<file path="src/rtl/atp_pkg.sv">
// Package: shared types, constants and widths for the AT response line parser.
`timescale 1ns / 1ps

package atp_pkg;

  localparam int MAX_LINES  = 8;
  localparam int LINE_CHARS = 64;

  localparam int LINE_W  = (MAX_LINES > 1) ? $clog2(MAX_LINES) : 1;
  localparam int CNT_W   = $clog2(MAX_LINES + 1);
  localparam int COL_W   = $clog2(LINE_CHARS);
  localparam int ADDR_W  = $clog2(MAX_LINES * LINE_CHARS);
  localparam int DEPTH   = MAX_LINES * LINE_CHARS;

  localparam int BYTE_W  = 8;
  localparam int RLINE_W = 3;
  localparam int RCOL_W  = 6;
  localparam int STAT_W  = 2;
  localparam int LCNT_W  = 4;

  localparam logic [BYTE_W-1:0] CH_CR   = 8'd13;
  localparam logic [BYTE_W-1:0] CH_LF   = 8'd10;
  localparam logic [BYTE_W-1:0] CH_O    = 8'h4F;
  localparam logic [BYTE_W-1:0] CH_K    = 8'h4B;
  localparam logic [BYTE_W-1:0] CH_E    = 8'h45;
  localparam logic [BYTE_W-1:0] CH_R    = 8'h52;
  localparam logic [BYTE_W-1:0] CH_PLUS = 8'h2B;

  typedef enum logic {
    OP_FEED = 1'b0,
    OP_READ = 1'b1
  } op_e;

  typedef enum logic [STAT_W-1:0] {
    STAT_MORE = 2'd0,
    STAT_END  = 2'd1,
    STAT_ERR  = 2'd2
  } stat_e;

  typedef enum logic [4:0] {
    ST_IDLE     = 5'd0,
    ST_LF1      = 5'd1,
    ST_FIRST    = 5'd2,
    ST_OK_K     = 5'd3,
    ST_OK_CR    = 5'd4,
    ST_END_LF   = 5'd5,
    ST_ER_R1    = 5'd7,
    ST_ER_R2    = 5'd8,
    ST_ER_O     = 5'd9,
    ST_ER_R3    = 5'd10,
    ST_ER_CR    = 5'd11,
    ST_PLUS     = 5'd12,
    ST_TEXT     = 5'd13,
    ST_TEXT_LF  = 5'd14,
    ST_NEXT     = 5'd15,
    ST_BLANK_LF = 5'd16,
    ST_FINAL    = 5'd17
  } parse_state_e;

  // Byte class flags decoded by the front end.
  typedef struct packed {
    logic is_cr;
    logic is_lf;
    logic is_plus;
    logic is_o;
    logic is_k;
    logic is_e;
    logic is_r;
  } byte_cls_t;

  typedef struct packed {
    op_e                op;
    logic [BYTE_W-1:0]  rx_byte;
    logic [RLINE_W-1:0] read_line;
    logic [RCOL_W-1:0]  read_column;
    byte_cls_t          cls;
  } cmd_t;

  // Actions the parser takes for one byte.
  typedef struct packed {
    logic fail;
    logic clear;
    logic put;
    logic line_end;
    logic complete;
    logic set_ok;
    logic clr_ok;
  } act_t;

endpackage

</file>
<file path="src/rtl/atp_front.sv">
// Front end: decodes the incoming transaction and the byte class.
`timescale 1ns / 1ps

module atp_front import atp_pkg::*; (
  input  logic               operation_i,
  input  logic [BYTE_W-1:0]  rx_byte_i,
  input  logic [RLINE_W-1:0] read_line_i,
  input  logic [RCOL_W-1:0]  read_column_i,
  output cmd_t               cmd_o
);

  always_comb begin
    cmd_o             = '0;
    cmd_o.op          = op_e'(operation_i);
    cmd_o.rx_byte     = rx_byte_i;
    cmd_o.read_line   = read_line_i;
    cmd_o.read_column = read_column_i;
    cmd_o.cls.is_cr   = (rx_byte_i == CH_CR);
    cmd_o.cls.is_lf   = (rx_byte_i == CH_LF);
    cmd_o.cls.is_plus = (rx_byte_i == CH_PLUS);
    cmd_o.cls.is_o    = (rx_byte_i == CH_O);
    cmd_o.cls.is_k    = (rx_byte_i == CH_K);
    cmd_o.cls.is_e    = (rx_byte_i == CH_E);
    cmd_o.cls.is_r    = (rx_byte_i == CH_R);
  end

endmodule

</file>
<file path="config.mk">
export PLATFORM = sky130hd
export DESIGN_NAME = atp_front
export DESIGN_NICKNAME = d
export VERILOG_FILES = /design/src/rtl/atp_pkg.sv /design/src/rtl/atp_front.sv
export SDC_FILE = /design/constraint.sdc
export NUM_CORES = 1
export LEC_CHECK = 0
export BUFFER_PORTS_ARGS = -buffer_cell sky130_fd_sc_hd__buf_2
export CAP_MARGIN = 30
export CORE_AREA = 3 3 40 42
export DETAILED_ROUTE_END_ITERATION = 8
export DIE_AREA = 0 0 43 45
export SYNTH_ARGS = -nofsm -noshare
export SYNTH_HDL_FRONTEND = slang
export SYNTH_SLANG_ARGS = --single-unit
</file>
<file path="constraint.sdc">
create_clock -name vclk -period 0.95
set_input_delay 0.1425 -clock vclk [all_inputs]
set_output_delay 0.1425 -clock vclk [all_outputs]
set_load 0.005 [all_outputs]
</file>
==> metrics.cfg <==
[finish]
nNetsFinal=68
clock_buffers=0
num_antenna_cells=0
areaGrowthSynthToFinish_pct=58.4
register_area_um2=0
n_sequential_cell=0
layout-drive-gt1-share_pct=85.4
design_area_um2=424
final_common_cell=buf_2
layout_common_cells=buf_2, buf_4, buf_6
final_util_pct=33.0
fin_cells=63
fillers=137

[critical_path]
crit_arrival_ps=1100
crit_buf_inv=2
worstPathMaxFanout=4
cp-end-kind=primary output
path_class=in2out
start_kind=input pin
max_stage_delay_ps=570
crit_family=simple AND/OR/NAND/NOR gates
cp_slowest_cell=or4b_4
path_cells=buf_8 -> or4b_4 -> nor4_4 -> buf_2
required_ps=810

[timing]
slew_headroom_pct=83.6
rsz0062_at_grt=true
fmax_mhz=808
hold_viol_final=0
worst_slew_pin_slew_ps=244
drv_slew=0
setup_viol=7
min_period_ps=1240
period_share_pct=130
holdWs_ps=285
timing.final.ws_setup_ps=-288

[logic_synthesis]
yosys-top-cells-area=buf_4, nor4_2, nor4_1
ys.warnings.count=0
synth.distinct_cells=13
muxShareOfSynthArea_pct=0
synth_simple_gate_area_share_pct=49.5
synth_top_family_by_area=buffers and inverters
synth_xor_area_share_pct=0
yosys.area.top_type=buf_4
postSynthAreaPerCell_um2=7.65
ys_seq_area_share_pct=0
synth_compound_area_share_pct=0
synth_fp_nets=53
synth_top_area_share_pct=50.5
yosys.area_share.adder_pct=0
synth_area_um2=268
syn-instance-count=35

[outcome]
status=finished, violations left
violations=negative setup slack

[clocking]
hold_buffers=0

[floorplanning]
chipWidth_um=43
rows=13
design.die.area_um2=1940
start_util_pct=20.8
core_area_um2=1280
pin_count=43
die_y_um=45

[pwr]
ir_worst_vdd_mv=0.0751
power.leakage_nw=0.197
power-per-cell-area_nw_per_um2=335
total_power_mw=0.142

[route]
wl_um=865
viasPerCell=4.30
num_vias=271
drt_iter0_drc=1
drc=0
post_drt_wl_per_cell_um=13.7
final_antenna_net_count=0
dr.pass1.iters=2

[grt]
grt_pass1_vias=287
grt_remaining_overflow=0
antenna_found_initial=0
grt_pass1_wl_um=1160
grt_max_degree=7
grt_use_total_pct=7.46

[flow_run]
max-cap-violations=0

[placement]
portBuffers=23
dp_hpwl_um=619
placed_cell_area_um2=335
gp_congestion=0.698
dp.cells=63

[min_path]
hp-class=in2out

[where the power goes]
group	total [mW]	switching, mW	internal [mW]
clock	0	0	0
sequential	0	0	0
combinational	0.142	0.0645	0.0775
[kinds of logic (layout without fill, tap and decap cells)]
| kind of cell | after synthesis | count (layout) |
|---|---|---|
| AND/OR/NAND/NOR | 17 | 17 |
| buffers and inverters | 18 | 31 |
[synth_stat cells (all sizes together)]
| cell type | n |
|---|---|
| buf | 18 |
| nor4 | 5 |
| nand2 | 2 |
| nand2b | 2 |
| or4b | 2 |
| nand3b | 1 |
| nand4b | 1 |
| nor2 | 1 |
| nor3 | 1 |
| or2 | 1 |
| or3b | 1 |
[per-stage QoR]
| stage | setup TNS, ps | setup WS (ps) |
|---|---|---|
| 6_report | -1410 | -288 |
| 5_1_grt | -1650 | -322 |
| 4_1_cts | -1590 | -301 |
| 3_5_place_dp | -1630 | -307 |
| 3_3_place_gp | -1550 | -302 |
| 2_1_floorplan | -98.7 | -36.3 |
[final timing paths]
| check | startpoint | end | slack [ps] | cells past startpoint |
|---|---|---|---|---|
| worst max-delay path | rx_byte_i[5] | cmd_o[1] | -290 | 4 |
| worst min-delay path | read_column_i[3] | cmd_o[10] | 290 | 0 |
[metal layers]
layer  wire length, um  track usage (%)
met5                 0                0
met4                 0            0.602
met3                88            0.797
met1               311             8.57
met2               465             15.3
[final cells by class]
class                           instances  area (um^2)  share of cell area (%)
Tap cell                               15         18.8                    4.42
Timing Repair Buffer                   31          214                    50.4
Multi-Input combinational cell         17          191                    45.1
[timing repair]
item,4_1_cts,5_1_grt
buffers inserted,1,0
pin swaps,4,4
gates resized for setup,5,11
setup endpoints to repair,7,7
(Power assumes the default switching activity.)
