$ cat src/rtl/atp_pkg.sv
// Package: shared types, constants and widths for the AT response line parser.
`timescale 1ns / 1ps

package atp_pkg;

  localparam int MAX_LINES  = 8;
  localparam int LINE_CHARS = 64;

  localparam int LINE_W  = (MAX_LINES > 1) ? $clog2(MAX_LINES) : 1;
  localparam int CNT_W   = $clog2(MAX_LINES + 1);
  localparam int COL_W   = $clog2(LINE_CHARS);
  localparam int ADDR_W  = $clog2(MAX_LINES * LINE_CHARS);
  localparam int DEPTH   = MAX_LINES * LINE_CHARS;

  localparam int BYTE_W  = 8;
  localparam int RLINE_W = 3;
  localparam int RCOL_W  = 6;
  localparam int STAT_W  = 2;
  localparam int LCNT_W  = 4;

  localparam logic [BYTE_W-1:0] CH_CR   = 8'd13;
  localparam logic [BYTE_W-1:0] CH_LF   = 8'd10;
  localparam logic [BYTE_W-1:0] CH_O    = 8'h4F;
  localparam logic [BYTE_W-1:0] CH_K    = 8'h4B;
  localparam logic [BYTE_W-1:0] CH_E    = 8'h45;
  localparam logic [BYTE_W-1:0] CH_R    = 8'h52;
  localparam logic [BYTE_W-1:0] CH_PLUS = 8'h2B;

  typedef enum logic {
    OP_FEED = 1'b0,
    OP_READ = 1'b1
  } op_e;

  typedef enum logic [STAT_W-1:0] {
    STAT_MORE = 2'd0,
    STAT_END  = 2'd1,
    STAT_ERR  = 2'd2
  } stat_e;

  typedef enum logic [4:0] {
    ST_IDLE     = 5'd0,
    ST_LF1      = 5'd1,
    ST_FIRST    = 5'd2,
    ST_OK_K     = 5'd3,
    ST_OK_CR    = 5'd4,
    ST_END_LF   = 5'd5,
    ST_ER_R1    = 5'd7,
    ST_ER_R2    = 5'd8,
    ST_ER_O     = 5'd9,
    ST_ER_R3    = 5'd10,
    ST_ER_CR    = 5'd11,
    ST_PLUS     = 5'd12,
    ST_TEXT     = 5'd13,
    ST_TEXT_LF  = 5'd14,
    ST_NEXT     = 5'd15,
    ST_BLANK_LF = 5'd16,
    ST_FINAL    = 5'd17
  } parse_state_e;

  // Byte class flags decoded by the front end.
  typedef struct packed {
    logic is_cr;
    logic is_lf;
    logic is_plus;
    logic is_o;
    logic is_k;
    logic is_e;
    logic is_r;
  } byte_cls_t;

  typedef struct packed {
    op_e                op;
    logic [BYTE_W-1:0]  rx_byte;
    logic [RLINE_W-1:0] read_line;
    logic [RCOL_W-1:0]  read_column;
    byte_cls_t          cls;
  } cmd_t;

  // Actions the parser takes for one byte.
  typedef struct packed {
    logic fail;
    logic clear;
    logic put;
    logic line_end;
    logic complete;
    logic set_ok;
    logic clr_ok;
  } act_t;

endpackage

$ cat src/rtl/atp_back.sv
// Back end: parser state machine, line store and registered result stage.
`timescale 1ns / 1ps

module atp_back import atp_pkg::*; (
  input  logic               clk_i,
  input  logic               rst_ni,
  input  logic               cfg_we_i,
  input  logic               cfg_wdata_i,
  input  cmd_t               cmd_i,
  input  logic               cmd_avail_i,
  output logic               pop_o,
  output logic               out_valid_o,
  input  logic               out_stall_i,
  output logic [STAT_W-1:0]  status_o,
  output logic               ok_seen_o,
  output logic [LCNT_W-1:0]  lines_stored_o,
  output logic [BYTE_W-1:0]  read_char_o
);

  parse_state_e      state_q, state_d;
  logic              plus_mode_q;
  logic [COL_W-1:0]  len_q [MAX_LINES];
  logic [CNT_W-1:0]  cur_line_q, cur_line_d;
  logic [COL_W-1:0]  cur_col_q, cur_col_d;
  logic [CNT_W-1:0]  total_q, total_d;
  logic              ok_q, ok_d;

  logic [BYTE_W-1:0] store [DEPTH];
  logic [BYTE_W-1:0] rdata_q;

  logic              out_valid_q;
  stat_e             status_q, status_d;
  logic              ok_out_q;
  logic [CNT_W-1:0]  lines_out_q;
  logic              hit_q, hit_d;

  act_t              act;
  logic              feed;
  logic              eol;
  logic              line_room;
  logic              do_write;
  logic              do_line_end;
  logic [ADDR_W-1:0] waddr;
  logic [ADDR_W-1:0] raddr;
  logic [LINE_W-1:0] rd_idx;
  logic [LINE_W-1:0] wr_idx;

  assign pop_o = cmd_avail_i && (!out_valid_q || !out_stall_i);
  assign feed  = pop_o && (cmd_i.op == OP_FEED);
  assign eol   = cmd_i.cls.is_cr || cmd_i.cls.is_lf;

  assign line_room   = (32'(cur_line_q) < MAX_LINES);
  assign wr_idx      = LINE_W'(cur_line_q);
  assign do_write    = feed && act.put && line_room && (32'(cur_col_q) < LINE_CHARS - 1);
  assign do_line_end = feed && act.line_end && line_room;
  assign waddr       = ADDR_W'(wr_idx) * ADDR_W'(LINE_CHARS) + ADDR_W'(cur_col_q);

  assign rd_idx = LINE_W'(cmd_i.read_line);
  assign raddr  = ADDR_W'(rd_idx) * ADDR_W'(LINE_CHARS) + ADDR_W'(cmd_i.read_column);
  assign hit_d  = (cmd_i.op == OP_READ) && (32'(cmd_i.read_line) < MAX_LINES) &&
                  (32'(cmd_i.read_column) < 32'(len_q[rd_idx]));

  // Parser actions for the byte at the head of the queue.
  always_comb begin
    act      = '0;
    status_d = STAT_MORE;
    if (cmd_i.op == OP_FEED) begin
      case (state_q)
        ST_IDLE:     act.clear = cmd_i.cls.is_cr;
        ST_LF1:      act.fail  = !cmd_i.cls.is_lf;
        ST_FIRST: begin
          if (cmd_i.cls.is_o || cmd_i.cls.is_e || (cmd_i.cls.is_plus && plus_mode_q)) begin
            act = '0;
          end else if (!eol && !plus_mode_q) begin
            act.put = 1'b1;
          end else begin
            act.fail = 1'b1;
          end
        end
        ST_OK_K: begin
          act.fail   = !cmd_i.cls.is_k;
          act.set_ok = cmd_i.cls.is_k;
        end
        ST_OK_CR, ST_ER_CR: act.fail = !cmd_i.cls.is_cr;
        ST_END_LF: begin
          act.fail     = !cmd_i.cls.is_lf;
          act.complete = cmd_i.cls.is_lf;
        end
        ST_ER_R1, ST_ER_R2: act.fail = !cmd_i.cls.is_r;
        ST_ER_O:            act.fail = !cmd_i.cls.is_o;
        ST_ER_R3: begin
          act.fail   = !cmd_i.cls.is_r;
          act.clr_ok = cmd_i.cls.is_r;
        end
        ST_PLUS: begin
          act.fail = eol;
          act.put  = !eol;
        end
        ST_TEXT: begin
          act.put      = !eol;
          act.line_end = cmd_i.cls.is_cr;
          act.fail     = cmd_i.cls.is_lf;
        end
        ST_TEXT_LF, ST_BLANK_LF: act.fail = !cmd_i.cls.is_lf;
        ST_NEXT:  act.fail = !((cmd_i.cls.is_plus && plus_mode_q) || cmd_i.cls.is_cr);
        ST_FINAL: act.fail = !(cmd_i.cls.is_e || cmd_i.cls.is_o);
        default:  act = '0;
      endcase
      if (act.fail) begin
        status_d = STAT_ERR;
      end else if (act.complete) begin
        status_d = STAT_END;
      end
    end
  end

  // Next parse state.
  always_comb begin
    state_d = state_q;
    if (feed) begin
      case (state_q)
        ST_IDLE:  if (cmd_i.cls.is_cr) state_d = ST_LF1;
        ST_LF1:   state_d = ST_FIRST;
        ST_FIRST: begin
          if (cmd_i.cls.is_o) begin
            state_d = ST_OK_K;
          end else if (cmd_i.cls.is_e) begin
            state_d = ST_ER_R1;
          end else if (cmd_i.cls.is_plus && plus_mode_q) begin
            state_d = ST_PLUS;
          end else begin
            state_d = ST_TEXT;
          end
        end
        ST_OK_K:     state_d = ST_OK_CR;
        ST_OK_CR:    state_d = ST_END_LF;
        ST_ER_CR:    state_d = ST_END_LF;
        ST_END_LF:   state_d = ST_IDLE;
        ST_ER_R1:    state_d = ST_ER_R2;
        ST_ER_R2:    state_d = ST_ER_O;
        ST_ER_O:     state_d = ST_ER_R3;
        ST_ER_R3:    state_d = ST_ER_CR;
        ST_PLUS:     state_d = ST_TEXT;
        ST_TEXT:     if (cmd_i.cls.is_cr) state_d = ST_TEXT_LF;
        ST_TEXT_LF:  state_d = ST_NEXT;
        ST_NEXT: begin
          if (cmd_i.cls.is_plus && plus_mode_q) begin
            state_d = ST_PLUS;
          end else begin
            state_d = ST_BLANK_LF;
          end
        end
        ST_BLANK_LF: state_d = ST_FINAL;
        ST_FINAL:    state_d = cmd_i.cls.is_e ? ST_ER_R1 : ST_OK_K;
        default:     state_d = ST_IDLE;
      endcase
      if (act.fail) begin
        state_d = ST_IDLE;
      end
    end
  end

  // Counters and flags after this transaction.
  always_comb begin
    cur_line_d = cur_line_q;
    cur_col_d  = cur_col_q;
    total_d    = total_q;
    ok_d       = ok_q;
    if (feed) begin
      if (act.set_ok) ok_d = 1'b1;
      if (act.clr_ok) ok_d = 1'b0;
      if (do_write) cur_col_d = cur_col_q + COL_W'(1);
      if (do_line_end) begin
        cur_col_d  = '0;
        cur_line_d = cur_line_q + CNT_W'(1);
        total_d    = total_q + CNT_W'(1);
      end
      if (act.complete || act.fail) begin
        cur_line_d = '0;
        cur_col_d  = '0;
      end
      if (act.clear || act.fail) begin
        total_d = '0;
      end
    end
  end

  always_ff @(posedge clk_i or negedge rst_ni) begin
    if (!rst_ni) begin
      state_q     <= ST_IDLE;
      plus_mode_q <= 1'b1;
      cur_line_q  <= '0;
      cur_col_q   <= '0;
      total_q     <= '0;
      ok_q        <= 1'b0;
      for (int i = 0; i < MAX_LINES; i++) begin
        len_q[i] <= '0;
      end
    end else begin
      if (cfg_we_i) begin
        plus_mode_q <= cfg_wdata_i;
      end
      state_q    <= state_d;
      cur_line_q <= cur_line_d;
      cur_col_q  <= cur_col_d;
      total_q    <= total_d;
      ok_q       <= ok_d;
      if (feed && (act.clear || act.fail)) begin
        for (int i = 0; i < MAX_LINES; i++) begin
          len_q[i] <= '0;
        end
      end else if (do_line_end) begin
        len_q[wr_idx] <= cur_col_q;
      end
    end
  end

  // Line store: one write port, one registered read port.
  always_ff @(posedge clk_i) begin
    if (do_write) begin
      store[waddr] <= cmd_i.rx_byte;
    end
  end

  always_ff @(posedge clk_i) begin
    if (pop_o) begin
      rdata_q <= store[raddr];
    end
  end

  // Result register.
  always_ff @(posedge clk_i or negedge rst_ni) begin
    if (!rst_ni) begin
      out_valid_q <= 1'b0;
      status_q    <= STAT_MORE;
      ok_out_q    <= 1'b0;
      lines_out_q <= '0;
      hit_q       <= 1'b0;
    end else if (pop_o) begin
      out_valid_q <= 1'b1;
      status_q    <= status_d;
      ok_out_q    <= ok_d;
      lines_out_q <= total_d;
      hit_q       <= hit_d;
    end else if (!out_stall_i) begin
      out_valid_q <= 1'b0;
    end
  end

  assign out_valid_o    = out_valid_q;
  assign status_o       = status_q;
  assign ok_seen_o      = ok_out_q;
  assign lines_stored_o = LCNT_W'(lines_out_q);
  assign read_char_o    = hit_q ? rdata_q : '0;

  assert property (@(posedge clk_i) disable iff (!rst_ni)
                   (feed && act.complete) |=> (state_q == ST_IDLE && cur_line_q == '0))
    else $error("completion did not return parser to idle");
  assert property (@(posedge clk_i) disable iff (!rst_ni)
                   (feed && act.fail) |=> (total_q == '0 && cur_line_q == '0 &&
                                           cur_col_q == '0))
    else $error("format error did not clear the parser");
  assert property (@(posedge clk_i) disable iff (!rst_ni)
                   (32'(total_q) <= MAX_LINES) && (32'(cur_line_q) <= MAX_LINES))
    else $error("line counters past store depth");
  assert property (@(posedge clk_i) disable iff (!rst_ni)
                   (pop_o && cmd_i.op == OP_READ) |=> (status_q == STAT_MORE))
    else $error("read transaction produced a parse status");

endmodule

$ cat config.mk
export PLATFORM = sky130hd
export DESIGN_NAME = atp_back
export DESIGN_NICKNAME = d
export VERILOG_FILES = /design/src/rtl/atp_pkg.sv /design/src/rtl/atp_back.sv
export SDC_FILE = /design/constraint.sdc
export NUM_CORES = 2
export LEC_CHECK = 0
export BUFFER_PORTS_ARGS = -buffer_cell sky130_fd_sc_hd__buf_2
export CORE_MARGIN = 4
export CORE_UTILIZATION = 50
export DETAILED_ROUTE_END_ITERATION = 16
export GPL_ROUTABILITY_DRIVEN = 1
export PLACE_DENSITY = 0.65
export SLEW_MARGIN = 5
export SYNTH_ARGS = -nofsm -noshare
export SYNTH_HDL_FRONTEND = slang
export SYNTH_SLANG_ARGS = --single-unit
$ cat constraint.sdc
create_clock -name clk_i -period 4.05 [get_ports clk_i]
set_input_delay 0.81 -clock clk_i [delete_from_list [all_inputs] [get_ports clk_i]]
set_output_delay 0.81 -clock clk_i [all_outputs]
set_load 0.01 [all_outputs]
==> results.sh <==
export IMPL_r2r_end="store[253][5]"
export IMPL_globalplace_congestion=0.879
export IMPL_ir_drop_v=0.000438
export IMPL_powerDensity_mw_per_mm2=478
export IMPL_n_fill_cell=24000
export IMPL_synth_cell_types=94
export IMPL_htreeDepth=5
export IMPL_initial_utilization=0.502
export IMPL_stdcell_area_mm2=0.193
export IMPL_syn_to_final_growth_pct=16.3
export IMPL_clockBufferDepth=4
export IMPL_cts_num_sinks=4182
export IMPL_syn_inst=8602
export IMPL_clockRootBuffer="clkbuf_16"
export IMPL_grt_pass1_vias=91300
export IMPL_via_count=91900
export IMPL_grt_max_degree=163
export IMPL_crit_start="state_q[2]"
export IMPL_core_area_mm2=0.330
export IMPL_antenna_found_initial=33
export IMPL_p_leak_nw=64.5
export IMPL_cap_violations=0
export IMPL_worstPathRequired_ns=4.70
export IMPL_fin_nets=9835
export IMPL_path_class="reg2reg"
export IMPL_crit_family="simple AND/OR/NAND/NOR gates"
export IMPL_grt_usage=0.268
export IMPL_avgViaCountPerCell=6.34
export IMPL_hpwl_mm=295
export IMPL_status="finished clean"
export IMPL_crit_fanout=17
export IMPL_wl_mm=462
export IMPL_cts_tree="yes"
export IMPL_finalHoldViolCount=0
export IMPL_dieArea_mm2=0.340
export IMPL_setup_ws_ns=0.264
export IMPL_ys_seq_area_frac=0.756
export IMPL_finalCritPeriodShare=0.935
export IMPL_yosysWarnings=0
export IMPL_setup_violations=0
export IMPL_grt_overflow=0
export IMPL_slew_headroom=0.281
export IMPL_setup_tns_ns=0
export IMPL_synth_seq_cells=4182
export IMPL_clk_pin_slew_ns=0.06
export IMPL_fin_skew_ns=0.0720
export IMPL_hold_class="in2async"
export IMPL_worstRegToRegCells=9
export IMPL_worst_pin_slew_ns=1.08
export IMPL_critical_path_buf_inv_count=2
export IMPL_fin_crit_ns=3.79
export IMPL_hold_buffers=0
export IMPL_power_w=0.0921
export IMPL_place_area_mm2=0.179
export IMPL_cp_data_arrival_time_ns=4.44
export IMPL_worst_path_most_repeated_cell="buf_4"
export IMPL_cts_setup_buffers=0
export IMPL_critPathSlowestCell="dfrtp_1"
export IMPL_drive_above_1_share=0.255
export IMPL_drcViolationCount=0
export IMPL_crit_path_end_kind="flip-flop"
export IMPL_io_buffer_count=47
export IMPL_grt_first_pass_wirelength_mm=662
export IMPL_rows=211
export IMPL_clock_latency_ns=0.96
export IMPL_crit_chain="or3_1 -> nor4_1 -> o211ai_1 -> or2_1 -> a21oi_2 -> buf_4 -> nand3_2 -> nor3_1 -> buf_4"
export IMPL_cts_buffers=417
export IMPL_critical_path_endpoint="store[253][5]"
export IMPL_die_width_um=583
export IMPL_crit_cells=9
export IMPL_max_freq_mhz=264
export IMPL_synth_avg_cell_area_um2=19.2
export IMPL_drtAntennaViolNets=0
export IMPL_utilization=0.583
export IMPL_dr_pass1_iters=6
export IMPL_reg2reg_slack_ns=0.26
export IMPL_start_kind="flip-flop"
export IMPL_r2r_start="state_q[2]"
export IMPL_synthFlopType="edfxtp_1"
export IMPL_synth_enable_flop_cells=4104
export IMPL_dieHeight_um=583
export IMPL_drtIter0Drc=12800
export IMPL_critPathMaxStageDelay_ns=0.58
export IMPL_slew_viol_final=0
export IMPL_io_pins=48
export IMPL_synth_area_mm2=0.166
export IMPL_wl_per_cell_um=31.9
export IMPL_place_ws_ns=-0.392
export IMPL_rsz0062_at_grt="false"
export IMPL_synth_async_sr_flop_share=0.0187
[through the flow]
stage,std cells,hold WS (ns)
final,14500,0.0188
after global routing,14500,0.0638
after CTS,14500,0.00103
after detailed placement,13700,0.469
after global placement,13700,0.468
after floorplan,8665,0.475
[cell usage after synthesis, drive strengths merged, types with 23 or more instances]
master | count | area [um^2]
a211oi | 31 | 233
dfrtp | 77 | 1930
nand4 | 35 | 219
a21oi | 206 | 1050
nand3 | 83 | 415
clkbuf | 239 | 946
edfxtp | 4104 | 123000
a22oi | 30 | 225
nand2 | 212 | 798
and2 | 33 | 206
nor3 | 85 | 445
buf | 319 | 2660
mux2 | 36 | 405
mux2i | 836 | 8370
nor2 | 665 | 2500
a2111oi | 23 | 201
mux4 | 651 | 14800
a31oi | 30 | 188
o221ai | 300 | 2640
o21ai | 118 | 591
o22ai | 211 | 1320
[per-layer routing]
metal  vias up  share of wire  global-route usage  routed length, um
li1      37800              -                   -                  -
met1     48000           0.39               0.387             182000
met2      5228           0.46               0.409             213000
met3       879           0.11              0.0575              49200
met4         8          0.038              0.0930              17600
met5         -        0.00012                   0                 57
[where the power goes]
group	internal, W	switching, W
combinational	0.00197	0.00421
clock	0.0220	0.0162
sequential	0.0476	0.000142
total	0.0716	0.0206
[logic make-up (layout without fill, tap and decap cells)]
logic type,Yosys count,after routing,share of synthesized area
simple gates,1230,1230,0.0328
buf+inv,572,2037,0.0221
flops,4182,4182,0.756
xor+xnor,5,5,0.000265
fa+ha+maj,11,11,0.000831
other cells,1,73,0.0000227
mux,1523,1523,0.142
compound gates,1078,1078,0.0456
[layout by cell type (no fill, tap or decap), types with 25 or more instances in the layout]
master / count
conb_1: 64
nor2_1: 664
o22ai_1: 211
dfrtp_1: 77
a21oi_1: 203
mux4_1: 25
bufinv_16: 42
clkinv_2: 79
mux4_2: 626
edfxtp_1: 4104
nand3_1: 82
a31oi_1: 30
and2_1: 33
clkbuf_1: 69
nor3_1: 79
buf_2: 33
o21ai_0: 117
nand2_1: 194
clkbuf_16: 425
clkinv_1: 90
buf_4: 1088
a211oi_1: 31
nand4_1: 35
buf_12: 137
mux2_2: 36
a22oi_1: 30
mux2i_1: 836
o221ai_1: 298
[flip-flops by register name, summed over array words and instances, names as in the netlist]
signal,count
cur_col_q,6
cur_line_q,4
hit_q,1
len_q,48
lines_stored_o,4
ok_q,1
ok_seen_o,1
out_valid_o,1
plus_mode_q,1
rdata_q,8
state_q,5
status_o,2
store,4096
total_q,4
[worst min path at each step]
stage | from | endpoint | slack, ns
2_1_floorplan | len_q[35] | len_q[35] | 0.47
3_3_place_gp | lines_stored_o[2] | lines_stored_o[2] | 0.47
3_5_place_dp | status_o[1] | status_o[1] | 0.47
4_1_cts | rst_ni | status_o[1] | 0.001
5_1_grt | cmd_avail_i | out_valid_o | 0.06
6_report | rst_ni | status_o[1] | 0.02
[layout make-up]
| class | instances | area (um^2) | area share |
|---|---|---|---|
| sequential | 4182 | 125000 | 0.650 |
| clock inverter | 256 | 2480 | 0.0129 |
| timing repair buffer | 1269 | 11200 | 0.0584 |
| tap | 4366 | 5460 | 0.0284 |
| multi-input combinational | 3911 | 37100 | 0.193 |
| antenna | 9 | 22.5 | 0.000117 |
| inverter | 12 | 60.1 | 0.000312 |
| clock buffer | 500 | 11000 | 0.0570 |
[what timing repair did]
action	4_1_cts	5_1_grt
gates resized for setup	0	1
endpoints found under the hold margin	0	0
endpoints found under the setup margin	0	48
No activity file was read; power rests on OpenSTA's default activity.
