File: src/rtl/atp_pkg.sv
// Package: shared types, constants and widths for the AT response line parser.
`timescale 1ns / 1ps

package atp_pkg;

  localparam int MAX_LINES  = 8;
  localparam int LINE_CHARS = 64;

  localparam int LINE_W  = (MAX_LINES > 1) ? $clog2(MAX_LINES) : 1;
  localparam int CNT_W   = $clog2(MAX_LINES + 1);
  localparam int COL_W   = $clog2(LINE_CHARS);
  localparam int ADDR_W  = $clog2(MAX_LINES * LINE_CHARS);
  localparam int DEPTH   = MAX_LINES * LINE_CHARS;

  localparam int BYTE_W  = 8;
  localparam int RLINE_W = 3;
  localparam int RCOL_W  = 6;
  localparam int STAT_W  = 2;
  localparam int LCNT_W  = 4;

  localparam logic [BYTE_W-1:0] CH_CR   = 8'd13;
  localparam logic [BYTE_W-1:0] CH_LF   = 8'd10;
  localparam logic [BYTE_W-1:0] CH_O    = 8'h4F;
  localparam logic [BYTE_W-1:0] CH_K    = 8'h4B;
  localparam logic [BYTE_W-1:0] CH_E    = 8'h45;
  localparam logic [BYTE_W-1:0] CH_R    = 8'h52;
  localparam logic [BYTE_W-1:0] CH_PLUS = 8'h2B;

  typedef enum logic {
    OP_FEED = 1'b0,
    OP_READ = 1'b1
  } op_e;

  typedef enum logic [STAT_W-1:0] {
    STAT_MORE = 2'd0,
    STAT_END  = 2'd1,
    STAT_ERR  = 2'd2
  } stat_e;

  typedef enum logic [4:0] {
    ST_IDLE     = 5'd0,
    ST_LF1      = 5'd1,
    ST_FIRST    = 5'd2,
    ST_OK_K     = 5'd3,
    ST_OK_CR    = 5'd4,
    ST_END_LF   = 5'd5,
    ST_ER_R1    = 5'd7,
    ST_ER_R2    = 5'd8,
    ST_ER_O     = 5'd9,
    ST_ER_R3    = 5'd10,
    ST_ER_CR    = 5'd11,
    ST_PLUS     = 5'd12,
    ST_TEXT     = 5'd13,
    ST_TEXT_LF  = 5'd14,
    ST_NEXT     = 5'd15,
    ST_BLANK_LF = 5'd16,
    ST_FINAL    = 5'd17
  } parse_state_e;

  // Byte class flags decoded by the front end.
  typedef struct packed {
    logic is_cr;
    logic is_lf;
    logic is_plus;
    logic is_o;
    logic is_k;
    logic is_e;
    logic is_r;
  } byte_cls_t;

  typedef struct packed {
    op_e                op;
    logic [BYTE_W-1:0]  rx_byte;
    logic [RLINE_W-1:0] read_line;
    logic [RCOL_W-1:0]  read_column;
    byte_cls_t          cls;
  } cmd_t;

  // Actions the parser takes for one byte.
  typedef struct packed {
    logic fail;
    logic clear;
    logic put;
    logic line_end;
    logic complete;
    logic set_ok;
    logic clr_ok;
  } act_t;

endpackage

File: src/rtl/atp_fifo.sv
// Two-entry command queue between front end and parser back end.
`timescale 1ns / 1ps

module atp_fifo import atp_pkg::*; (
  input  logic clk_i,
  input  logic rst_ni,
  input  logic push_i,
  input  cmd_t push_data_i,
  input  logic pop_i,
  output cmd_t head_o,
  output logic empty_o,
  output logic full_o
);

  cmd_t       mem_q [2];
  logic       wr_ptr_q, wr_ptr_d;
  logic       rd_ptr_q, rd_ptr_d;
  logic [1:0] count_q, count_d;

  assign empty_o = (count_q == 2'd0);
  assign full_o  = (count_q == 2'd2);
  assign head_o  = mem_q[rd_ptr_q];

  always_comb begin
    wr_ptr_d = wr_ptr_q;
    rd_ptr_d = rd_ptr_q;
    count_d  = count_q;
    if (push_i) begin
      wr_ptr_d = ~wr_ptr_q;
    end
    if (pop_i) begin
      rd_ptr_d = ~rd_ptr_q;
    end
    if (push_i && !pop_i) begin
      count_d = count_q + 2'd1;
    end else if (pop_i && !push_i) begin
      count_d = count_q - 2'd1;
    end
  end

  always_ff @(posedge clk_i or negedge rst_ni) begin
    if (!rst_ni) begin
      wr_ptr_q <= 1'b0;
      rd_ptr_q <= 1'b0;
      count_q  <= 2'd0;
    end else begin
      wr_ptr_q <= wr_ptr_d;
      rd_ptr_q <= rd_ptr_d;
      count_q  <= count_d;
    end
  end

  always_ff @(posedge clk_i) begin
    if (push_i) begin
      mem_q[wr_ptr_q] <= push_data_i;
    end
  end

  assert property (@(posedge clk_i) disable iff (!rst_ni) count_q <= 2'd2)
    else $error("queue count out of range");
  assert property (@(posedge clk_i) disable iff (!rst_ni)
                   (count_q == 2'd2) |-> (wr_ptr_q == rd_ptr_q))
    else $error("queue pointers disagree with full count");
  assert property (@(posedge clk_i) disable iff (!rst_ni)
                   (count_q == 2'd0) |-> (wr_ptr_q == rd_ptr_q))
    else $error("queue pointers disagree with empty count");

endmodule

File: config.mk
export PLATFORM = sky130hd
export DESIGN_NAME = atp_fifo
export DESIGN_NICKNAME = d
export VERILOG_FILES = /design/src/rtl/atp_pkg.sv /design/src/rtl/atp_fifo.sv
export SDC_FILE = /design/constraint.sdc
export NUM_CORES = 1
export LEC_CHECK = 0
export BUFFER_PORTS_ARGS = -buffer_cell sky130_fd_sc_hd__buf_2
export CAP_MARGIN = 20
export CORE_AREA = 2 2 106 87
export CTS_CLUSTER_SIZE = 30
export DETAILED_ROUTE_END_ITERATION = 10
export DIE_AREA = 0 0 108 89
export GPL_TIMING_DRIVEN = 1
export SLEW_MARGIN = 15
export SYNTH_ARGS = -nofsm -noshare
export SYNTH_HDL_FRONTEND = slang
export SYNTH_SLANG_ARGS = --single-unit
export TNS_END_PERCENT = 50
File: constraint.sdc
create_clock -name clk_i -period 3.16 [get_ports clk_i]
set_input_delay 0.474 -clock clk_i [delete_from_list [all_inputs] [get_ports clk_i]]
set_output_delay 0.474 -clock clk_i [all_outputs]
set_load 0.01 [all_outputs]
==> parameters.txt, run 1 <==
Parameter                              Value

Cells and area
  Sequential Area ... between 1500 and 2000 µm²
  Number of cells in the finished layout apart from fillers ... 269
  Antenna cell count ... 0
  Area of combinational cells with multiple inputs ... between 400 and 500 µm²
  Fraction of final layout cells with drive strength greater than 1 ... between 50 and 60%
  Layout overhead on the synthesized area ... 23.8%
  Fill cells ... 861
  Post-layout nets ... roughly 190
  Post-Route Utilization ... a little under a third

Clock network
  TritonCTS clock tree ... yes
  Total setup buffers inserted after CTS ... 0
  # H-tree levels ... 2
  Sinks on Clock Net ... 54
  CTS Root Cell ... sky130_fd_sc_hd__clkbuf_8
  Clock buffer count from CTS ... 5
  CTS clock-pin slew for the worst setup and hold paths ... 0.11 ns
  Clk buf depth ... 2
  Skew-Pair Late Insertion Delay ... between 0.3 and 0.4 ns

Logic synthesis
  Average footprint of a synthesized cell ... 22.3 µm²
  Netlist area before placement ... 2090 µm²
  Sequential fraction of the synthesis area ... about three quarters
  Number of warnings reported in the yosys synthesis log ... 0
  Gate Count Post-Synth ... 94
  #FFs+latches synth ... between 50 and 60
  Top cells by area, synth ... sky130_fd_sc_hd__edfxtp_1 (72%), sky130_fd_sc_hd__mux2_4 (14%), sky130_fd_sc_hd__dfrtp_1 (4.8%)
  Cell type with the largest total area after synthesis ... sky130_fd_sc_hd__edfxtp_1
  Top cell type's share of synthesized area ... between 70% and 80%
  Post-synthesis cell type count ... 13
  Net count after synthesis ... between 100 and 150

Placed design
  Cell Count Post-Placement ... 260
  Hpwl dp ... between 2 and 2.5 mm
  RD Place Congestion ... between 0.6 and 0.7
  Port-buffer cells ... 55

Power
  Pleak ... 1.02 nW
  Sequential share of power ... 51.5%
  Sum of internal, switching and leakage power ... ~2.1 mW
  Switching power share of the total ... 29.9%
  Maximum ir drop on the vdd rail ... 300 µV
  Comb power frac ... roughly 30%
  Internal power contribution ... 1.48 mW
  Clock group share of total power ... between 10% and 20%
  Switching power total ... approximately 0.63 mW
  Ratio of total power to cell area ... 814 nW/µm²

Timing
  Final setup skew ... 0.0146 ns
  TNS Setup ... 0 ns
  Clock period minus worst slack ... 2.24 ns
  Unrepaired setup endpoints after global routing ... no
  Measured slew at the worst slew-check pin ... 0.789 ns
  Endpoints failing hold ... 0
  Setup violators final ... 0
  Count of pins over their slew limit ... 0
  FMAX ... approximately 0.45 GHz
  Worst slew margin relative to its limit ... between 40 and 50%
  Post-route clock period utilization ... a little under three quarters

Floorplan
  Die span in x ... 108 µm
  Area enclosed by the die boundary ... around 9600 µm²
  Starting Density ... about a quarter
  Core area ... about 8400 µm²
  Number of rows in the core area ... 30
  I/O pin total ... 56
  Vertical die dimension ... ~90 µm

Drt
  DR vias/cell ... 3.81
  # DRC ... 0
  Final WL ... around 3.5 mm
  Number of DRC markers after the initial detailed-route iteration ... 25
  Routed length per placed instance ... about 13 µm
  First drt pass iteration count ... 2
  Total vias in the final route ... 1026
  Post-DRT Antenna Nets ... 0

Critical path
  Max stage delay on crit path ... roughly 0.90 ns
  Worst path required time ... around 2.7 ns
  Crit path buffers/inverters ... 1
  Cell with the largest stage delay on the worst path ... sky130_fd_sc_hd__dfrtp_2
  Worst setup path class ... register to output port
  Worst setup SP type ... register
  Critical-path maximum fanout ... 26
  Data arrival time of the critical path ... between 1.5 and 2 ns
  Critical Path End Type ... output port
  Largest delay share family, worst path ... flip-flops
  Cell-by-cell trace of the critical path ... mux2_2, buf_2

Global routing
  Pin count of the biggest net entering global routing ... 27
  Wire length of the first global-routing pass ... between 5 and 6 mm
  Gr ovfl total ... 0
  Number of antenna violations at the first check in global routing ... 0
  Via count of the first global-routing pass ... about 1100
  Total GRT Usage ... just under 8%

Min path
  Hold crit path type ... primary input to register

Flow run
  Max-cap check violation count ... 0

Outcome
  Run status ... finished, final reports clean
[repair_timing]
item,in CTS,in global routing
resized for setup,0,0
hold buffers,1,0
hold endpoints to repair,4,0
[per-stage QoR]
step,area [µm²],hold slack [ns],setup slack [ns]
finish,2590,0.342,0.918
CTS,2590,0.332,0.845
detailed placement,2490,0.288,1.19
floorplan,2090,0.178,1.13
global route,2590,0.321,0.798
global placement,2490,0.286,1.23
[worst reg2reg max path: stages, from the launching register on]
cell	delay (ns)
sky130_fd_sc_hd__dfrtp_1	0.41
sky130_fd_sc_hd__and2_1	0.52
sky130_fd_sc_hd__buf_4	0.36
[power groups by stage]
stage | Combinational [mW] | Sequential (mW) | Clock, mW
after global routing | 0.686 | 1.11 | 0.445
after CTS | 0.652 | 1.10 | 0.409
after global placement | 0.643 | 1.11 | 0
after detailed placement | 0.649 | 1.11 | 0
after floorplan | 0.544 | 1.01 | 0
final | 0.632 | 1.09 | 0.390
[registers in the layout, summed over array words and instances, names as in the netlist]
name      cells
rd_ptr_q      1
count_q       2
mem_q        50
wr_ptr_q      1
[Yosys cell counts]
cell type	instances
sky130_fd_sc_hd__xnor2_1	1
sky130_fd_sc_hd__and2_1	1
sky130_fd_sc_hd__xor2_1	4
sky130_fd_sc_hd__mux2_4	19
sky130_fd_sc_hd__buf_12	2
sky130_fd_sc_hd__buf_6	1
sky130_fd_sc_hd__nor2_1	2
sky130_fd_sc_hd__ha_1	1
sky130_fd_sc_hd__nor2b_1	2
sky130_fd_sc_hd__dfrtp_1	4
sky130_fd_sc_hd__edfxtp_1	50
sky130_fd_sc_hd__inv_1	1
sky130_fd_sc_hd__mux2_2	6
[final cells by class]
class,count,area share (%)
inverter,1,0.145
clock buffer,5,2.66
sequential,54,61.9
tap,112,5.41
multi-input combinational,36,16.9
timing repair buffer,58,12.1
clock inverter,3,0.918
[layout by cell type (no fill, tap or decap), drive strengths merged]
cell,count
clkbuf,5
buf,57
and2,1
inv,2
dfrtp,4
xor2,4
clkinvlp,2
dlygate4sd3,1
nor2b,2
xnor2,1
ha,1
nor2,2
mux2,25
edfxtp,50
[layer usage]
layer	global-route usage [%]	routed length [µm]	up-vias
met2	12.7	1660	41
met5	0	0	-
li1	-	-	483
met1	9.81	1540	499
met4	1.75	19	0
met3	3.13	260	3
[final timing paths]
path / from / end / slack, ns / depth (start not counted)
max: rd_ptr_q$_DFFE_PN0P_ / head_o[17] / 0.92 / 2
min: push_data_i[12] / mem_q[1][12]$_DFFE_PP_ / 0.34 / 1
max reg2reg: wr_ptr_q$_DFFE_PN0P_ / mem_q[1][21]$_DFFE_PP_ / 1.56 / 2
min reg2reg: count_q[1]$_DFFE_PN0P_ / count_q[1]$_DFFE_PN0P_ / 0.51 / 1
max in group asynchronous: rst_ni / rd_ptr_q$_DFFE_PN0P_ / 2.54 / 2
min in group asynchronous: rst_ni / wr_ptr_q$_DFFE_PN0P_ / 0.48 / 2
[cell families after synthesis]
| group | count (synthesis) | synth area share [%] |
|---|---|---|
| xor gates and xnor gates | 5 | 2.09 |
| muxes | 25 | 16.9 |
| adders and majority gates | 1 | 0.598 |
| buffers and inverters | 4 | 2.63 |
| DFF | 54 | 76.6 |
| and+or+nand+nor | 5 | 1.26 |
Power figures use the tool's default switching activity.
==> inputs of run 2 (changes only) <==
==> constraint.sdc (replaced) <==
create_clock -name clk_i -period 1.9 [get_ports clk_i]
set_input_delay 0.285 -clock clk_i [delete_from_list [all_inputs] [get_ports clk_i]]
set_output_delay 0.285 -clock clk_i [all_outputs]
set_load 0.01 [all_outputs]
==> parameters.txt, run 2 (synthesis gave the netlist of run 1 again) <==
Parameter                              Value

Placed design
  Hpwl dp ... around 2.5 mm
  Placed cell areas ... ~2500 µm²
  Port-buffer cells ... 55
  RD Place Congestion ... about 0.66

Critical path
  Critical Path End Type ... output port
  Startpoint of the most critical setup path ... rd_ptr_q$_DFFE_PN0P_
  Worst path required time ... ~1.6 ns
  Reg-to-reg critical path startpoint ... wr_ptr_q$_DFFE_PN0P_
  Data arrival time of the critical path ... 1.42 ns
  FF-to-FF path depth ... 2
  Critical-path maximum fanout ... 13
  R2R Path End ... mem_q[0][1]$_DFFE_PP_
  Worst setup SP type ... register
  Worst setup path class ... register to output port
  Register-to-register setup slack ... slightly below 0.8 ns

Cells and area
  Flip-flop count of the largest register after layout ... 50
  Register with the most flip-flops ... mem_q
  Area of all placed cells without fillers ... between 2000 and 3000 µm²
  Fraction of final layout cells with drive strength greater than 1 ... between 50 and 60%
  Post-layout nets ... 190
  Fill cells ... 840
  Layout overhead on the synthesized area ... 24.7%
  Top library cells by usage in the layout, fill and taps aside ... sky130_fd_sc_hd__buf_2 (55), sky130_fd_sc_hd__edfxtp_1 (50), sky130_fd_sc_hd__mux2_4 (19)
  Registers with the most flip-flops ... mem_q: 50 flops, count_q: 2 flops
  Commonest non-fill, non-tap cell in the layout ... sky130_fd_sc_hd__buf_2
  Antenna cell count ... 0

Global routing
  Via count of the first global-routing pass ... about 1100
  Gr ovfl total ... 0
  Number of antenna violations at the first check in global routing ... 0
  Pin count of the biggest net entering global routing ... 20
  Wire length of the first global-routing pass ... roughly 5.5 mm
  Total GRT Usage ... 7.77%

Floorplan
  I/O pin total ... between 50 and 60
  Number of rows in the core area ... 30
  Vertical die dimension ... 89 µm
  Core area ... approximately 8400 µm²
  Starting Density ... 24.8%
  Die span in x ... between 100 and 150 µm
  Area enclosed by the die boundary ... 9610 µm²

Timing
  Worst slew margin relative to its limit ... 84.0%
  Setup violators final ... 0
  Count of pins over their slew limit ... 0
  Post-route clock period utilization ... about nine tenths
  Endpoints failing hold ... 0
  Clock period minus worst slack ... between 1.5 and 2 ns
  Measured slew at the worst slew-check pin ... ~0.24 ns
  Final setup skew ... between 0.004 and 0.005 ns
  FMAX ... around 0.59 GHz
  Unrepaired setup endpoints after global routing ... no
  TNS Setup ... 0 ns

Min path
  Hold crit path type ... primary input to register
  Cell count of the worst hold path ... 1
  Min-Delay Startpoint ... push_data_i[17]
  End of the worst hold path ... mem_q[1][17]$_DFFE_PP_

Drt
  Routed length per placed instance ... ~13 µm
  Top layer in use ... met3
  Met2 WL post-DR ... between 1.5 and 2 mm
  First drt pass iteration count ... 4
  # DRC ... 0
  Met3 wire length ... around 270 µm
  Number of DRC markers after the initial detailed-route iteration ... 46
  DR vias/cell ... ~3.8
  Total vias in the final route ... about 1000
  Final WL ... roughly 3.5 mm
  DRT met1 WL ... roughly 1.6 mm
  Post-DRT Antenna Nets ... 0

Clock network
  Count of instances resized after the clock tree is built ... 0
  TritonCTS clock tree ... yes
  CTS Root Cell ... sky130_fd_sc_hd__clkbuf_8
  # H-tree levels ... 2
  Clk buf depth ... 2
  Clock buffer count from CTS ... 5
  # hold bufs at CTS ... 1
  Sinks on Clock Net ... 54
  Skew-Pair Late Insertion Delay ... ~0.30 ns
  Total setup buffers inserted after CTS ... 0
  CTS clock-pin slew for the worst setup and hold paths ... approximately 0.10 ns

Power
  Maximum ir drop on the vdd rail ... 497 µV
  Internal power contribution ... about 2.5 mW
  Sequential share of power ... between 40% and 50%
  Switching power total ... between 1 and 1.5 mW
  Comb power frac ... 34.6%
  Clock group share of total power ... a little under a fifth
  Ratio of total power to cell area ... roughly 1400 nW/µm²
  Pleak ... 1.04 nW
  Switching power share of the total ... around 30%

Outcome
  Run status ... finished, final reports clean

Flow run
  Max-cap check violation count ... 0
-- run 2: power groups by stage --
stage,logic [mW],registers [mW],clock network (mW)
global route,1.32,1.69,0.740
finish,1.22,1.66,0.651
floorplan,0.906,1.68,0
global placement,1.25,1.69,0
detailed placement,1.25,1.69,0
CTS,1.26,1.67,0.689
-- run 2: per-layer routing --
metal | up-vias | global-route usage (%)
met5 | - | 0
li1 | 488 | -
met3 | 0 | 3.35
met4 | 0 | 1.05
met1 | 511 | 9.87
met2 | 39 | 12.8
-- run 2: worst max path at each step --
stage	end	slack, ns	cells past startpoint
floorplan	mem_q[0][0]$_DFFE_PP_	0.42	1
detailed placement	head_o[24]	0.51	3
finish	head_o[19]	0.20	3
global route	head_o[24]	0.10	3
global placement	head_o[22]	0.53	3
CTS	head_o[24]	0.16	3
-- run 2: critical path, stage by stage (launching register included) --
cell and delay, ns:
sky130_fd_sc_hd__dfrtp_1 0.35, sky130_fd_sc_hd__buf_4 0.26, sky130_fd_sc_hd__mux2_2 0.37, sky130_fd_sc_hd__buf_2 0.14
-- run 2: metrics by stage --
step           util (%)  setup slack [ns]  instances  hold slack [ns]  power [mW]
3_5_place_dp       29.6             0.509        264            0.102        2.94
2_1_floorplan         -             0.421         94          -0.0106        2.58
6_report           30.9             0.197        273            0.164        3.54
3_3_place_gp       29.6             0.528        264            0.101        2.94
4_1_cts            30.9             0.159        273            0.146        3.61
5_1_grt            30.9             0.102        273            0.136        3.76
-- run 2: area by class of cell --
class                   count  area (µm²)  share of cell area, %
flip-flops and latches     54        1600                   61.4
multi-input cells          36         438                   16.8
inverters                   1        3.75                  0.144
clock buffers               5        68.8                   2.64
well taps                 112         140                   5.37
clock inverters             3        26.3                   1.01
repair buffers             62         330                   12.7
==> inputs of run 3 (changes only) <==
--- a/config.mk
+++ b/config.mk
@@ -7,11 +7,14 @@
 export LEC_CHECK = 0
 export BUFFER_PORTS_ARGS = -buffer_cell sky130_fd_sc_hd__buf_2
 export CAP_MARGIN = 20
+export CELL_PAD_IN_SITES_DETAIL_PLACEMENT = 0
+export CELL_PAD_IN_SITES_GLOBAL_PLACEMENT = 2
 export CORE_AREA = 2 2 106 87
 export CTS_CLUSTER_SIZE = 30
 export DETAILED_ROUTE_END_ITERATION = 10
 export DIE_AREA = 0 0 108 89
 export GPL_TIMING_DRIVEN = 1
+export PLACE_DENSITY_LB_ADDON = 0.1
 export SLEW_MARGIN = 15
 export SYNTH_ARGS = -nofsm -noshare
 export SYNTH_HDL_FRONTEND = slang
==> parameters.txt, run 3 (synthesis gave the netlist of run 1 again) <==
Parameter                              Value

Cells and area
  Registers with the most flip-flops ... mem_q: 50 flops, count_q: 2 flops
  Post-Route Utilization ... 30.7%
  Register with the most flip-flops ... mem_q
  Fraction of final layout cells with drive strength greater than 1 ... between 50 and 60%
  Layout overhead on the synthesized area ... 24.0%
  Commonest non-fill, non-tap cell in the layout ... sky130_fd_sc_hd__buf_2
  Flip-flop count of the largest register after layout ... 50
  Post-layout nets ... 190
  Top library cells by usage in the layout, fill and taps aside ... sky130_fd_sc_hd__buf_2 (55), sky130_fd_sc_hd__edfxtp_1 (50), sky130_fd_sc_hd__mux2_4 (19)
  Area of all placed cells without fillers ... around 2600 µm²
  Fill cells ... roughly 850
  Antenna cell count ... 0
  Number of cells in the finished layout apart from fillers ... about 270

Clock network
  # hold bufs at CTS ... 1
  Clock buffer count from CTS ... 5
  Count of instances resized after the clock tree is built ... 0
  # H-tree levels ... 2
  Skew-Pair Late Insertion Delay ... approximately 0.3 ns
  Sinks on Clock Net ... 54
  Total setup buffers inserted after CTS ... 0
  Clk buf depth ... 2
  CTS Root Cell ... sky130_fd_sc_hd__clkbuf_8
  TritonCTS clock tree ... yes
  CTS clock-pin slew for the worst setup and hold paths ... 0.09 ns

Global routing
  Via count of the first global-routing pass ... 1113
  Pin count of the biggest net entering global routing ... 16
  Number of antenna violations at the first check in global routing ... 0
  Total GRT Usage ... under 10%
  Wire length of the first global-routing pass ... between 5 and 6 mm
  Gr ovfl total ... 0

Critical path
  Worst setup path class ... register to output port
  Reg-to-reg critical path startpoint ... wr_ptr_q$_DFFE_PN0P_
  Worst setup SP type ... register
  Critical Path End Type ... output port
  Data arrival time of the critical path ... 1.43 ns
  Cell with the largest stage delay on the worst path ... sky130_fd_sc_hd__dfrtp_2
  Max stage delay on crit path ... roughly 0.36 ns
  Largest delay share family, worst path ... buffers and inverters
  Cell-by-cell trace of the critical path ... buf_4, mux2_4, buf_2
  Worst path required time ... about 1.6 ns
  Startpoint of the most critical setup path ... rd_ptr_q$_DFFE_PN0P_
  Crit path buffers/inverters ... 2
  Critical-path maximum fanout ... 15

Placed design
  Port-buffer cells ... 55
  Cell Count Post-Placement ... about 260
  Hpwl dp ... approximately 2.6 mm
  Placed cell areas ... between 2000 and 3000 µm²
  RD Place Congestion ... ~0.60
  Pre-CTS WS ... roughly 0.44 ns

Flow run
  Max-cap check violation count ... 0

Drt
  Number of DRC markers after the initial detailed-route iteration ... 28
  Routed length per placed instance ... roughly 13 µm
  First drt pass iteration count ... 4
  Final WL ... about 3.6 mm
  Total vias in the final route ... 1027
  # DRC ... 0
  Post-DRT Antenna Nets ... 0
  DR vias/cell ... roughly 3.8

Timing
  Setup violators final ... 0
  Post-route clock period utilization ... between 90% and 100%
  Final setup skew ... around 0.0051 ns
  Worst hold slack ... 0.168 ns
  Count of pins over their slew limit ... 0
  Final WS setup ... between 0.15 and 0.2 ns
  Measured slew at the worst slew-check pin ... 0.417 ns
  Endpoints failing hold ... 0
  TNS Setup ... 0 ns
  Unrepaired setup endpoints after global routing ... no
  Worst slew margin relative to its limit ... 72.2%
  Clock period minus worst slack ... 1.71 ns
  FMAX ... around 0.6 GHz

Floorplan
  Core area ... ~8400 µm²
  Die span in x ... between 100 and 150 µm
  Area enclosed by the die boundary ... approximately 9600 µm²
  I/O pin total ... 56
  Vertical die dimension ... between 80 and 90 µm
  Number of rows in the core area ... 30
  Starting Density ... 24.8%

Min path
  Hold crit path type ... primary input to register
  Min-Delay Startpoint ... push_data_i[12]

Power
  Clock group share of total power ... between 15 and 20%
  Switching power total ... about 1.0 mW
  Sequential share of power ... between 40% and 50%
  Maximum ir drop on the vdd rail ... 340 µV
  Internal power contribution ... 2.46 mW
  Switching power share of the total ... approximately 30%
  Sum of internal, switching and leakage power ... 3.47 mW
  Comb power frac ... 35.1%
  Ratio of total power to cell area ... approximately 1300 nW/µm²
  Pleak ... ~1.0 nW

Outcome
  Run status ... finished, final reports clean
## run 3: routing by layer
layer  track usage [%]  routed length (µm)  share of wire (%)  vias to the layer above
met5                 0                   0                  0                        -
met1              9.83                1580                 43                      504
met3              2.84                 206                5.7                        5
met4              3.50                  46                1.3                        0
met2              13.4                1810                 50                       34
li1                  -                   -                  -                      484
## run 3: final timing paths
path                                     endpoint  slack [ns]  depth (start not counted)
min in group asynchronous  count_q[1]$_DFFE_PN0P_        0.31                          2
min reg2reg                count_q[1]$_DFFE_PN0P_        0.49                          1
max                                    head_o[10]        0.19                          3
max reg2reg                mem_q[1][24]$_DFFE_PP_        0.52                          2
min                        mem_q[1][12]$_DFFE_PP_        0.17                          1
max in group asynchronous    rd_ptr_q$_DFFE_PN0P_        1.46                          2
## run 3: power groups by stage
| stage | clock network [mW] | logic, mW | registers, mW |
|---|---|---|---|
| 2_1_floorplan | 0 | 0.906 | 1.68 |
| 3_3_place_gp | 0 | 1.25 | 1.68 |
| 3_5_place_dp | 0 | 1.26 | 1.69 |
| 4_1_cts | 0.632 | 1.26 | 1.67 |
| 5_1_grt | 0.670 | 1.33 | 1.70 |
| 6_report | 0.593 | 1.22 | 1.66 |
## run 3: final cells by class
cell class              count  area [µm²]  area share (%)
clock inverters             2        10.0           0.386
flip-flops and latches     54        1600            61.8
clock buffers               5        68.8            2.65
repair buffers             62         330            12.7
multi-input cells          36         438            16.9
well taps                 112         140            5.40
inverters                   1        3.75           0.145
